File: src/design/hhlp_pkg.sv
package hhlp_pkg;

  localparam int LENGTH_BITS_DEFAULT = 16;
  localparam int ADDR_BITS = 4;
  localparam int DATA_BITS = 32;

  localparam logic [1:0] REG_MAX_LINE_LENGTH   = 2'd0;
  localparam logic [1:0] REG_MAX_LEADING_SPACE = 2'd1;
  localparam logic [1:0] REG_STRICT_LINE_END   = 2'd2;

  localparam logic [15:0] MAX_LINE_LENGTH_RESET   = 16'd1024;
  localparam logic [7:0]  MAX_LEADING_SPACE_RESET = 8'd8;
  localparam logic        STRICT_LINE_END_RESET   = 1'b0;

  localparam logic [7:0] CH_HYPHEN = 8'h2D;
  localparam logic [7:0] CH_COLON  = 8'h3A;
  localparam logic [7:0] CH_CR     = 8'h0D;
  localparam logic [7:0] CH_LF     = 8'h0A;
  localparam logic [7:0] CH_SPACE  = 8'h20;
  localparam logic [7:0] CH_TAB    = 8'h09;
  localparam logic [7:0] CASE_BIT  = 8'h20;

  localparam logic KIND_PARSE = 1'b0;
  localparam logic KIND_CLEAR = 1'b1;

  typedef enum logic [2:0] {
    PH_NAME    = 3'd0,
    PH_SPACE   = 3'd1,
    PH_VALUE   = 3'd2,
    PH_LF      = 3'd3,
    PH_VALID   = 3'd4,
    PH_ERR_LEN = 3'd5,
    PH_ERR_WS  = 3'd6,
    PH_ERR_EOL = 3'd7
  } phase_t;

  typedef struct packed {
    logic       kind;
    logic [7:0] byte_in;
  } item_beat_t;

  typedef struct packed {
    logic [2:0] phase;
    logic       accepted;
    logic       name_valid;
    logic [7:0] name_char;
    logic       value_valid;
    logic [7:0] value_char;
  } result_beat_t;

  typedef struct packed {
    logic [15:0] max_line_length;
    logic [7:0]  max_leading_space;
    logic        strict_line_end;
  } cfg_t;

  function automatic logic is_letter(input logic [7:0] c);
    return (c >= 8'h41 && c <= 8'h5A) || (c >= 8'h61 && c <= 8'h7A);
  endfunction

endpackage

File: src/design/hhlp_cfg.sv
module hhlp_cfg (
  input  logic                           clk,
  input  logic                           rst,
  input  logic                           psel,
  input  logic                           penable,
  input  logic                           pwrite,
  input  logic [hhlp_pkg::ADDR_BITS-1:0] paddr,
  input  logic [hhlp_pkg::DATA_BITS-1:0] pwdata,
  output logic [hhlp_pkg::DATA_BITS-1:0] prdata,
  output hhlp_pkg::cfg_t                 cfg
);

  logic       wr_en;
  logic [1:0] reg_index;

  assign reg_index = paddr[3:2];
  assign wr_en = psel && penable && pwrite;

  always_ff @(posedge clk) begin
    if (rst) begin
      cfg.max_line_length   <= hhlp_pkg::MAX_LINE_LENGTH_RESET;
      cfg.max_leading_space <= hhlp_pkg::MAX_LEADING_SPACE_RESET;
      cfg.strict_line_end   <= hhlp_pkg::STRICT_LINE_END_RESET;
    end else if (wr_en) begin
      unique case (reg_index)
        hhlp_pkg::REG_MAX_LINE_LENGTH:   cfg.max_line_length   <= pwdata[15:0];
        hhlp_pkg::REG_MAX_LEADING_SPACE: cfg.max_leading_space <= pwdata[7:0];
        hhlp_pkg::REG_STRICT_LINE_END:   cfg.strict_line_end   <= pwdata[0];
        default: ;
      endcase
    end
  end

  always_comb begin
    unique case (reg_index)
      hhlp_pkg::REG_MAX_LINE_LENGTH:
        prdata = hhlp_pkg::DATA_BITS'(cfg.max_line_length);
      hhlp_pkg::REG_MAX_LEADING_SPACE:
        prdata = hhlp_pkg::DATA_BITS'(cfg.max_leading_space);
      hhlp_pkg::REG_STRICT_LINE_END:
        prdata = hhlp_pkg::DATA_BITS'(cfg.strict_line_end);
      default:
        prdata = '0;
    endcase
  end

endmodule

File: src/design/hhlp_step.sv
module hhlp_step #(
  parameter int LENGTH_BITS = hhlp_pkg::LENGTH_BITS_DEFAULT
) (
  input  hhlp_pkg::item_beat_t   item,
  input  hhlp_pkg::cfg_t         cfg,
  input  hhlp_pkg::phase_t       phase,
  input  logic [LENGTH_BITS-1:0] line_count,
  input  logic [7:0]             space_count,
  output hhlp_pkg::phase_t       phase_next,
  output logic [LENGTH_BITS-1:0] line_count_next,
  output logic [7:0]             space_count_next,
  output hhlp_pkg::result_beat_t result
);

  localparam int CMP_BITS = (LENGTH_BITS > 16) ? LENGTH_BITS : 16;

  logic [LENGTH_BITS-1:0] count_inc;
  logic                   too_long;
  logic                   space_over;
  logic [7:0]             c;
  hhlp_pkg::phase_t       ph;

  assign c = item.byte_in;
  assign count_inc = (line_count != '1) ? line_count + LENGTH_BITS'(1) : line_count;
  assign too_long = CMP_BITS'(count_inc) > CMP_BITS'(cfg.max_line_length);
  assign space_over = ({1'b0, space_count} + 9'd1) > {1'b0, cfg.max_leading_space};
  assign ph = too_long ? hhlp_pkg::PH_ERR_LEN : phase;

  always_comb begin
    phase_next = phase;
    line_count_next = line_count;
    space_count_next = space_count;
    result = '0;
    if (item.kind == hhlp_pkg::KIND_CLEAR) begin
      phase_next = hhlp_pkg::PH_NAME;
      line_count_next = '0;
      space_count_next = '0;
    end else begin
      line_count_next = count_inc;
      phase_next = ph;
      unique case (ph)
        hhlp_pkg::PH_NAME: begin
          if (hhlp_pkg::is_letter(c) || c == hhlp_pkg::CH_HYPHEN) begin
            result.name_valid = 1'b1;
            result.name_char = c | hhlp_pkg::CASE_BIT;
            result.accepted = 1'b1;
          end else if (c == hhlp_pkg::CH_COLON) begin
            phase_next = hhlp_pkg::PH_SPACE;
            result.accepted = 1'b1;
          end
        end
        hhlp_pkg::PH_SPACE, hhlp_pkg::PH_VALUE: begin
          if (ph == hhlp_pkg::PH_SPACE &&
              (c == hhlp_pkg::CH_SPACE || c == hhlp_pkg::CH_TAB)) begin
            if (space_over) begin
              phase_next = hhlp_pkg::PH_ERR_WS;
            end else begin
              space_count_next = space_count + 8'd1;
              result.accepted = 1'b1;
            end
          end else if (c == hhlp_pkg::CH_CR) begin
            phase_next = hhlp_pkg::PH_LF;
            result.accepted = 1'b1;
          end else if (c == hhlp_pkg::CH_LF) begin
            if (cfg.strict_line_end) begin
              phase_next = hhlp_pkg::PH_ERR_EOL;
            end else begin
              phase_next = hhlp_pkg::PH_VALID;
              result.accepted = 1'b1;
            end
          end else begin
            phase_next = hhlp_pkg::PH_VALUE;
            result.value_valid = 1'b1;
            result.value_char = c;
            result.accepted = 1'b1;
          end
        end
        hhlp_pkg::PH_LF: begin
          if (c == hhlp_pkg::CH_LF) begin
            phase_next = hhlp_pkg::PH_VALID;
            result.accepted = 1'b1;
          end
        end
        default: ;
      endcase
    end
    result.phase = phase_next;
  end

endmodule

File: src/design/http_header_line_parser_core.sv
// Header field line parser: every beat on the item channel is a parse byte or
// a line clear, and gives exactly one result beat. A beat is captured in an
// item register and the per-byte parse step runs combinationally into the
// result register, so the block sustains one byte per clock unless the result
// side stalls. Result stall backs up through the item register, so item_stall
// rises only when both registers are full and the result is not taken. The
// user must set limits and line end mode over the APB port only while no byte
// is in flight; the block does not enforce it. Valid and error phases hold
// until a clear beat, but an overlong line moves them to the length error.
module http_header_line_parser_core #(
  parameter int LENGTH_BITS = hhlp_pkg::LENGTH_BITS_DEFAULT
) (
  input  logic                           clk,
  input  logic                           rst,
  input  logic                           psel,
  input  logic                           penable,
  input  logic                           pwrite,
  input  logic [hhlp_pkg::ADDR_BITS-1:0] paddr,
  input  logic [hhlp_pkg::DATA_BITS-1:0] pwdata,
  output logic [hhlp_pkg::DATA_BITS-1:0] prdata,
  output logic                           pready,
  input  logic                           item_valid,
  output logic                           item_stall,
  input  hhlp_pkg::item_beat_t           item,
  output logic                           result_valid,
  input  logic                           result_stall,
  output hhlp_pkg::result_beat_t         result
);

  hhlp_pkg::cfg_t         cfg;
  logic                   item_full;
  hhlp_pkg::item_beat_t   item_reg;
  logic                   advance;
  hhlp_pkg::phase_t       phase;
  hhlp_pkg::phase_t       phase_next;
  logic [LENGTH_BITS-1:0] line_count;
  logic [LENGTH_BITS-1:0] line_count_next;
  logic [7:0]             space_count;
  logic [7:0]             space_count_next;
  hhlp_pkg::result_beat_t result_next;

  assign pready = 1'b1;

  hhlp_cfg u_cfg (
    .clk     (clk),
    .rst     (rst),
    .psel    (psel),
    .penable (penable),
    .pwrite  (pwrite),
    .paddr   (paddr),
    .pwdata  (pwdata),
    .prdata  (prdata),
    .cfg     (cfg)
  );

  hhlp_step #(
    .LENGTH_BITS (LENGTH_BITS)
  ) u_step (
    .item             (item_reg),
    .cfg              (cfg),
    .phase            (phase),
    .line_count       (line_count),
    .space_count      (space_count),
    .phase_next       (phase_next),
    .line_count_next  (line_count_next),
    .space_count_next (space_count_next),
    .result           (result_next)
  );

  assign advance = item_full && (!result_valid || !result_stall);
  assign item_stall = item_full && !advance;

  always_ff @(posedge clk) begin
    if (rst) begin
      item_full <= 1'b0;
    end else if (item_valid && !item_stall) begin
      item_full <= 1'b1;
    end else if (advance) begin
      item_full <= 1'b0;
    end
  end

  always_ff @(posedge clk) begin
    if (item_valid && !item_stall) begin
      item_reg <= item;
    end
  end

  always_ff @(posedge clk) begin
    if (rst) begin
      result_valid <= 1'b0;
      phase <= hhlp_pkg::PH_NAME;
      line_count <= '0;
      space_count <= '0;
    end else begin
      if (advance) begin
        result_valid <= 1'b1;
        phase <= phase_next;
        line_count <= line_count_next;
        space_count <= space_count_next;
      end else if (!result_stall) begin
        result_valid <= 1'b0;
      end
    end
  end

  always_ff @(posedge clk) begin
    if (advance) begin
      result <= result_next;
    end
  end

endmodule

File: config.mk
export PLATFORM = sky130hd
export DESIGN_NAME = http_header_line_parser_core
export DESIGN_NICKNAME = d
export VERILOG_FILES = /design/src/design/hhlp_pkg.sv /design/src/design/hhlp_cfg.sv /design/src/design/hhlp_step.sv /design/src/design/http_header_line_parser_core.sv
export SDC_FILE = /design/constraint.sdc
export NUM_CORES = 1
export LEC_CHECK = 0
export ABC_CLOCK_PERIOD_IN_PS = 3400
export BUFFER_PORTS_ARGS = -buffer_cell sky130_fd_sc_hd__buf_2
export CORE_MARGIN = 5
export CORE_UTILIZATION = 49
export CTS_CLUSTER_DIAMETER = 40
export DETAILED_ROUTE_END_ITERATION = 12
export GPL_ROUTABILITY_DRIVEN = 0
export PLACE_DENSITY = 0.76
export SYNTH_ARGS = -nofsm -noshare
export SYNTH_HDL_FRONTEND = slang
export SYNTH_SLANG_ARGS = --single-unit
File: constraint.sdc
create_clock -name clk -period 3.4 [get_ports clk]
set_input_delay 0.51 -clock clk [delete_from_list [all_inputs] [get_ports clk]]
set_output_delay 0.51 -clock clk [all_outputs]
set_load 0.1 [all_outputs]
==> reports/qor.csv <==
metric;value;unit
Synth-to-Final Area Change;20.8;%
Residual DRC;0;
nets@finish;716;
pre-CTS setup slack;-250;ps
Largest Register;u_cfg.cfg;
sw frac;30.6;%
Syn Std Cell Area;4840;um2
Post-synth ARST share;0;%
CTS sink count;84;
DRT iter0 DRCs;226;
I/O pins;109;
Cell variety after synth;60;
Least-Margin Pin Slew;871;ps
FILL cells;826;
post-synthesis mux area share;3.78;%
Die Span Y;109;um
Synth Area in XOR/XNOR;2.53;%
Synth warnings;0;
I/O Buffers;73;
root buf cell;clkbuf_8;
status;finished, violations left;
R2R setup slack;-100;ps
Worst-Skew Late Latency;370;ps
layout cells sized above 1;26.1;%
number of global-route vias before repair;3916;
Synth Area in Compound Gates;16.0;%
Final Worst Setup Slack;-98.8;ps
startpoint types;flip-flop;
min-delay src;item[0];
total power;2.24;mW
Seq cells post-synth;84;
LEAKAGE;2.58;nW
crit end category;flip-flop;
Int Pwr;1.55;mW
min Tclk post-route;3500;ps
sequential power share;48.6;%
required time of the worst setup path;3650;ps
starting density of the core;50.0;%
post-route design area;5850;um2
power per cell area;382;nW/um2
crit-path cells;and3_1 -> and3_1 -> a211oi_1 -> and3_1 -> xor2_1 -> ha_1 -> nand2_1 -> o21a_1 -> o311ai_0 -> o31a_2 -> or2_4 -> nor4_4 -> buf_4 -> and2_1;
Crit Path Class;reg2reg;
Hold Path Class;in2reg;
Die Footprint;12000;um2
vias after detailed routing;4214;
Antenna diodes;0;
fmax;286;MHz
unrepaired setup endpoints after global routing;true;
dpl hpwl;8410;um
VDD IR max;0.262;mV
Synth Flop Type;dfxtp_1;
Reg2Reg Launch Point;line_count[13]$_SDFFE_PP0P_;
clk_skew;8.66;ps
Routed WL;11400;um
cell mode on critical path;and3_1;
fin crit share;103;%
failing checks;negative setup slack;
main combinational cell family by area after synthesis;simple AND/OR/NAND/NOR gates;
hold_ws;313;ps
Fin. Hold Viols;0;
max incr delay on CP;390;ps
crit path DAT;3750;ps
worst reg2reg path depth;14;
CTS tree;done;
first-pass GRT wire length;18400;um
max reg flops;25;
Crit path max-delay family;simple AND/OR/NAND/NOR gates;
H-tree levels;3;
total track usage;19.5;%
Max clock buf depth;2;
initial antenna violation count;0;
Slew headroom;41.8;%
critical path's slowest cell;a211oi_1;
EDFF count, synth;30;
TritonCTS Buffers;9;
Setup violations, final;17;
routed len/inst;14.7;um
Synth Area in Adders;6.72;%
Hold Crit Endpoint;item_reg[0]$_DFFE_PP_;
chip width;109;um
buffers plus inverters on the worst setup path;1;
clock group share of total power;36.0;%
MaxCap Viol Count;0;
Syn Inst Count;534;
max-slew violations;0;
row count;36;
Crit Path Max Fanout;7;
Comb pwr share;15.4;%
Switching Power;0.684;mW
Largest regs;u_cfg.cfg x25, result x21, line_count x16;
vias per cell;5.43;
hold buffers post-CTS;0;
Final ANT Viol Nets;0;
Mean Syn Cell Area;9.06;um2
area post-placement;5550;um2
largest net degree at the start of global routing;46;
clock transition at the registers of the reported paths;90;ps
sequential fraction of the synthesis area;41.0;%
grt ovf;0;
Detailed Routing Iterations Pass 1;5;
Worst R2R End;result[12]$_SDFFCE_PP0P_;
Simple-Gate Fraction of Synth Area;23.0;%
Placeable Area;9680;um2
Post-Layout Cell Count;776;
hold path depth;1;
placed insts;756;
[routing by layer]
layer	up-vias	GRT usage, %	share of wire (%)
met2	130	30.9	48
met1	1997	26.2	45
met3	18	3.64	5.0
li1	2069	-	-
met4	0	8.19	1.7
met5	-	0	0
[worst reg2reg max path: stages, from the launching register on]
cell and delay, ps:
dfxtp_1 320, and3_1 180, and3_1 220, a211oi_1 390, and3_1 270, xor2_1 180
ha_1 250, nand2_1 110, o21a_1 130, o311ai_0 110, o31a_2 360, or2_4 280
nor4_4 260, buf_4 180, and2_1 130
[how the worst max path moves through the flow]
| stage | startpoint | to | depth (start not counted) |
|---|---|---|---|
| after floorplan | paddr[2] | prdata[10] | 3 |
| after global placement | line_count[0]$_SDFFE_PP0P_ | result[11]$_SDFFCE_PP0P_ | 16 |
| after detailed placement | line_count[0]$_SDFFE_PP0P_ | result[11]$_SDFFCE_PP0P_ | 16 |
| after CTS | line_count[5]$_SDFFE_PP0P_ | result[12]$_SDFFCE_PP0P_ | 16 |
| after global routing | line_count[8]$_SDFFE_PP0P_ | result[12]$_SDFFCE_PP0P_ | 16 |
| final | line_count[13]$_SDFFE_PP0P_ | result[12]$_SDFFCE_PP0P_ | 14 |
[final cells by class]
class                      instances  area, um2  share of cell area (%)
timing repair buffer             118        703                    12.0
inverter                          26       97.6                    1.67
clock buffer                       9        124                    2.12
sequential                        84       1990                    34.0
tap                              133        166                    2.85
multi-input combinational        399       2670                    45.6
clock inverter                     7       97.6                    1.67
[cell usage in the layout (no fill, tap or decap), types with 8 or more instances in the layout]
cell type	synthesis	final
buf_2	1	73
nand2_1	50	50
dfxtp_1	54	47
nor2_1	46	46
a21oi_1	45	45
buf_4	19	45
edfxtp_1	30	30
inv_1	26	25
ha_1	26	25
conb_1	2	18
nor3_1	17	17
mux2i_1	16	16
and2_1	15	15
nand3_1	15	13
o21ai_0	15	13
nand2b_1	12	11
a22oi_1	10	10
and3_1	9	9
clkbuf_8	0	9
nor2b_1	8	8
[synthesized netlist by cell type, types with 8 or more instances]
master | instances | area [um2]
clkbuf_1 | 15 | 56.3
nor2_1 | 46 | 173
nand2_1 | 50 | 188
nor3_1 | 17 | 85.1
dfxtp_1 | 54 | 1080
nand3_1 | 15 | 75.1
inv_1 | 26 | 97.6
a22oi_1 | 10 | 75.1
mux2i_1 | 16 | 160
nand2b_1 | 12 | 75.1
o21ai_0 | 15 | 75.1
a21oi_1 | 45 | 225
and3_1 | 9 | 56.3
and2_1 | 15 | 93.8
buf_4 | 19 | 143
ha_1 | 26 | 325
edfxtp_1 | 30 | 901
nor2b_1 | 8 | 50.1
[per-stage QoR]
| stage | utilization [%] | setup TNS, ps |
|---|---|---|
| floorplan | - | -2950 |
| global placement | 57.3 | -1990 |
| detailed placement | 57.3 | -4380 |
| CTS | 60.1 | -617 |
| global route | 60.4 | -4810 |
| finish | 60.4 | -893 |
[power groups by stage]
stage	Clock, mW	Sequential, mW	Combinational [mW]
2_1_floorplan	0	1.18	0.216
3_3_place_gp	0	1.11	0.334
3_5_place_dp	0	1.11	0.339
4_1_cts	0.815	1.09	0.343
5_1_grt	0.869	1.09	0.364
6_report	0.804	1.09	0.345
[logic make-up (layout without fill, tap and decap cells)]
logic type      after synthesis  in the layout
compound gates              119            119
xor+xnor                     14             14
fa+ha+maj                    26             26
buf+inv                      67            160
flops                        84             84
mux                          18             18
other cells                   2             18
simple gates                204            204
[what timing repair did]
item / CTS / global route
endpoints found under the setup margin: 28 / 27
resized for setup: 9 / 3
pin swaps: 5 / 0
setup buffers: 2 / 2
Power figures use the tool's default switching activity.
